$ cat config.mk
export PLATFORM = sky130hd
export DESIGN_NAME = vdt_ctrl
export DESIGN_NICKNAME = d
export VERILOG_FILES = /design/src/vertex_dedup_table_unit_defines.svh /design/src/vdt_pkg.sv /design/src/vdt_ctrl.sv
export SDC_FILE = /design/constraint.sdc
export NUM_CORES = 1
export LEC_CHECK = 0
export BUFFER_PORTS_ARGS = -buffer_cell sky130_fd_sc_hd__buf_4
export CORE_AREA = 2 2 39 41
export DETAILED_ROUTE_END_ITERATION = 6
export DIE_AREA = 0 0 41 43
export PLACE_DENSITY = 0.49
export SYNTH_ARGS = -nofsm -noshare
export SYNTH_HDL_FRONTEND = slang
export SYNTH_SLANG_ARGS = --single-unit
$ cat constraint.sdc
create_clock -name aclk -period 1.82 [get_ports aclk]
set_clock_uncertainty 0.15 [all_clocks]
set_input_delay 0.273 -clock aclk [delete_from_list [all_inputs] [get_ports aclk]]
set_output_delay 0.273 -clock aclk [all_outputs]
set_load 0.01 [all_outputs]
$ cat src/vertex_dedup_table_unit_defines.svh
// Assertion macros for the vertex dedup table.
`ifndef VERTEX_DEDUP_TABLE_UNIT_DEFINES_SVH
`define VERTEX_DEDUP_TABLE_UNIT_DEFINES_SVH

// Implication checked on every rising clock edge outside reset.
`define VDT_ASSERT_IMPL(label, clk, rstn, ante, cons) \
    label: assert property (@(posedge clk) disable iff (!rstn) (ante) |-> (cons)) \
        else $error("vdt check failed");

// Next-cycle implication.
`define VDT_ASSERT_NEXT(label, clk, rstn, ante, cons) \
    label: assert property (@(posedge clk) disable iff (!rstn) (ante) |=> (cons)) \
        else $error("vdt check failed");

`endif

$ cat src/vdt_pkg.sv
package vdt_pkg;
    localparam int unsigned DefTableDepth = 1024;
    localparam int unsigned VertexW = 8 * 32 + 26;
    localparam int unsigned InDataW = 288;

    typedef enum logic [1:0] {
        ST_HIT      = 2'd0,
        ST_INSERTED = 2'd1,
        ST_FULL     = 2'd2,
        ST_CLEARED  = 2'd3
    } vdt_status_t;

    typedef enum logic [2:0] {
        S_IDLE,
        S_READ,
        S_WAIT,
        S_CMP,
        S_WRITE,
        S_OUT
    } vdt_state_t;

    // controller -> datapath
    typedef struct packed {
        logic        load;      // capture input item
        logic        clr_count;
        logic        scan_rst;  // scan pointer to zero
        logic        scan_inc;
        logic        wr_en;     // store vertex at entry_count
        logic        res_load;
        vdt_status_t res_status;
        logic        res_from_scan; // index = scan pointer, else count or zero
        logic        res_use_count;
        logic        out_load;  // staged result into the output register
    } vdt_cmd_t;

    // datapath -> controller
    typedef struct packed {
        logic is_clear;
        logic scan_end;  // scan pointer reached entry_count
        logic match;     // registered entry equals captured vertex
        logic full;
    } vdt_stat_t;
endpackage

$ cat src/vdt_ctrl.sv
module vdt_ctrl import vdt_pkg::*; (
    input  logic      aclk,
    input  logic      aresetn,
    input  logic      s_tvalid,
    output logic      s_tready,
    output logic      m_tvalid,
    input  logic      m_tready,
    input  vdt_stat_t stat,
    output vdt_cmd_t  cmd
);
    vdt_state_t state_reg, state_next;
    logic out_valid_reg, out_valid_next;

    always_ff @(posedge aclk) begin
        if (!aresetn) begin
            state_reg     <= S_IDLE;
            out_valid_reg <= 1'b0;
        end else begin
            state_reg     <= state_next;
            out_valid_reg <= out_valid_next;
        end
    end

    assign m_tvalid = out_valid_reg;
    assign s_tready = (state_reg == S_IDLE);

    // next state
    always_comb begin
        state_next = state_reg;
        unique case (state_reg)
            S_IDLE:  if (s_tvalid) state_next = S_READ;
            S_READ: begin
                if (stat.is_clear || stat.scan_end) state_next = S_WRITE;
                else state_next = S_WAIT;
            end
            S_WAIT:  state_next = S_CMP;
            S_CMP: begin
                if (stat.match) state_next = S_OUT;
                else state_next = S_READ;
            end
            S_WRITE: state_next = S_OUT;
            S_OUT:   if (!out_valid_reg || m_tready) state_next = S_IDLE;
            default: state_next = S_IDLE;
        endcase
    end

    // outputs
    always_comb begin
        cmd = '0;
        cmd.res_status = ST_HIT;
        out_valid_next = out_valid_reg && !m_tready;
        unique case (state_reg)
            S_IDLE: begin
                cmd.load     = s_tvalid;
                cmd.scan_rst = s_tvalid;
            end
            S_READ:  ;
            S_WAIT:  ;
            S_CMP: begin
                cmd.res_from_scan = 1'b1;
                cmd.res_load      = stat.match;
                cmd.scan_inc      = !stat.match;
            end
            S_WRITE: begin
                cmd.res_load = 1'b1;
                if (stat.is_clear) begin
                    cmd.clr_count  = 1'b1;
                    cmd.res_status = ST_CLEARED;
                end else if (stat.full) begin
                    cmd.res_status = ST_FULL;
                end else begin
                    cmd.wr_en         = 1'b1;
                    cmd.res_use_count = 1'b1;
                    cmd.res_status    = ST_INSERTED;
                end
            end
            S_OUT: begin
                if (!out_valid_reg || m_tready) begin
                    out_valid_next = 1'b1;
                    cmd.out_load   = 1'b1;
                end
            end
            default: ;
        endcase
    end
endmodule

==> Flow_metrics.wiki <==
{| class="wikitable"
! Metric !! Value
|-
| Outcome || finished, final reports clean
|-
| First-pass iteration count of the detailed router || 2
|-
| Async set-or-reset flop fraction in the synthesized netlist || 0%
|-
| Starting density of the core || 21.2%
|-
| Maximum achievable frequency || 574 MHz
|-
| Global routing usage summed across all routing layers || 7.82%
|-
| Max VDD drop || 275 uV
|-
| Kind of end point of the critical path || output pin
|-
| IO buf count || 20
|-
| Total clock buffers created by CTS || 3
|-
| Number of enable-type register cells in the synthesized netlist || 0
|-
| Critical path's top delay family || simple AND/OR/NAND/NOR gates
|-
| Routed wire length || 641 um
|-
| Count of mapped cells out of synthesis || 35
|-
| Total power density per cell area || 629 nW/um^2
|-
| Critical Setup Path Class || register to output pin
|-
| Horizontal extent of the die || 41 um
|-
| DRC violation total after the first TritonRoute iteration || 2
|-
| Critical Path, Cell by Cell || or3b_4 > a21bo_4 > buf_4
|-
| Top FF cell, synth || dfxtp_1
|-
| Number of antenna violations at the first check in global routing || 0
|-
| Period minus WS final || 1740 ps
|-
| Vias in the first global route || 233
|-
| Largest net degree at the start of global routing || 10
|-
| Final ANT Viol Nets || 0
|-
| CTS tree || built
|-
| Routability cong. || 0.710
|-
| CTS clock-pin slew for the worst setup and hold paths || 40 ps
|-
| Tightest Pin Transition || 240 ps
|-
| Worst setup path startpoint || state_reg[0]$_SDFFE_PN0P_
|-
| Root cell of the clock tree || clkbuf_4
|-
| Number of clock sinks || 4
|-
| Worst slew margin relative to its limit || 84.0%
|-
| Layout overhead on the synthesized area || 61.1%
|-
| Most frequent cells after synthesis || dfxtp_1, nor2_1, nor3_1
|-
| Final layout net count || 66
|-
| Avg Cell Area, Syn || 8.37 um^2
|-
| Final global-route overflow total || 0
|-
| Vias || 309
|-
| Number of flip-flops under the largest register name || 3
|-
| Stage delay of the slowest cell on the critical path || 440 ps
|-
| Leakage power summed over all cells || 0.235 nW
|-
| Count of buffer and inverter cells on the critical path || 1
|-
| Yosys warning count || 0
|-
| DP Wirelength || 540 um
|-
| Final Hold Viols || 0
|-
| Count of final setup violators || 0
|-
| Die outline area || 1760 um^2
|-
| Final clock period utilization by the worst path || 95.7%
|-
| Number of standard-cell rows in the floorplan || 14
|-
| Number of register bits inferred by synthesis || 4
|-
| Post-Route Setup TNS || 0 ps
|-
| Post-route worst setup slack || 78.2 ps
|-
| Startpoint of the most critical register-to-register path || state_reg[2]$_SDFFE_PN0P_
|-
| Cells resized by post-CTS repair || 1
|-
| Layout cell share with drive strength beyond 1 || 51.8%
|-
| H-tree depth reported by CTS || 1
|-
| Crit path max-delay cell type || or3b_4
|-
| Required arrival time at the worst endpoint || 1400 ps
|-
| Mapped Nets || 43
|-
| Fraction of the yosys area taken by sequential cells || 27.4%
|-
| Clock insertion delay at the later pin of the skew report || 230 ps
|-
| Boundary Pins || 21
|-
| Setup slack of the most critical reg-to-reg path || 490 ps
|-
| Start point of the worst min-delay path || aresetn
|-
| Cell accounting for the most synthesized area || dfxtp_1
|-
| WP data arrival || 1320 ps
|-
| Max-slew violation count || 0
|-
| Final worst hold slack || 131 ps
|-
| Wire length per cell || 8.90 um
|-
| Post-Place Worst Slack || 230 ps
|-
| Launching element type of the critical path || register
|-
| Synth top area share || 27.4%
|-
| Total standard cell area after synthesis || 293 um^2
|-
| Number of buffers inserted by post-CTS setup repair || 0
|-
| Chip Height || 43 um
|-
| Unique masters post-synth || 23
|-
| Number of diodes added for antenna fixing || 0
|-
| Maximum net fanout on the critical path || 6
|-
| Sum of internal, switching and leakage power || 297 uW
|-
| Via density per instance || 4.29
|-
| Number of buffers on the longest clock path || 2
|-
| Core box area || 1380 um^2
|-
| Setup repair after global routing missed its margin || false
|-
| Max-cap violations || 0
|-
| Worst Hold Class || input pin to register
|-
| Quantity of hold-fixing buffers added after cts || 0
|-
| Leading post-synthesis cells by cell area || dfxtp_1, a21bo_4, nor3_1
|-
| Global-route wire length before repair || 883 um
|-
| DRC || 0
|}
-- placed cells by master, fill, tap and decap left out, drive strengths merged --
cell and count:
a21bo 1, a21boi 2, a21oi 1, and2 1, and3 1, and3b 1
buf 21, clkbuf 3, dfxtp 4, inv 1, mux2i 1, nand2 2
nand2b 1, nand3b 1, nor2 4, nor2b 2, nor3 3, nor3b 1
o211a 1, o21a 1, o21ai 1, o21bai 1, or3b 1
-- where the power goes --
group	internal [mW]	total (mW)	switching, mW
Clock	0.0735	0.106	0.0328
Combinational	0.0534	0.0912	0.0378
Sequential	0.0937	0.0995	0.00579
-- worst reg2reg max path, cell delays in order (launching register included) --
cell,delay [ps]
dfxtp_1,310
buf_4,140
and3b_2,230
a21bo_4,210
o21a_1,170
-- worst paths after layout --
path / depth (start not counted) / to
max: 3 / cmd[5]
min: 2 / state_reg[2]$_SDFFE_PN0P_
max reg2reg: 4 / state_reg[2]$_SDFFE_PN0P_
min reg2reg: 2 / m_tvalid$_SDFF_PN0_
-- kinds of logic (layout without fill, tap and decap cells) --
logic type | Yosys count | count (layout) | synth area share, %
simple gates | 18 | 18 | 36.3
compound gates | 8 | 8 | 22.6
flops | 4 | 4 | 27.4
buf+inv | 4 | 25 | 10.3
mux | 1 | 1 | 3.42
-- layer usage --
metal	vias up	GRT usage [%]	part of all wire, %	wire [um]
met5	-	0	0	0
met4	0	10.0	1.4	9
li1	161	-	-	-
met3	2	1.57	10	66
met2	13	10.9	47	303
met1	133	8.01	41	262
-- through the flow --
stage / instance area [um^2] / util (%) / instances
after floorplan: 293 / - / 35
after global placement: 444 / 32.1 / 69
after detailed placement: 444 / 32.1 / 69
after CTS: 472 / 34.1 / 72
after global routing: 472 / 34.1 / 72
final: 472 / 34.1 / 72
-- layout make-up --
type	count	area, um^2
Inverter	1	3.75
Fill cell	154	912
Multi-Input combinational cell	27	188
Tap cell	16	20.0
Clock buffer	3	22.5
Timing Repair Buffer	21	158
Sequential cell	4	80.1
Power figures use the tool's default switching activity.
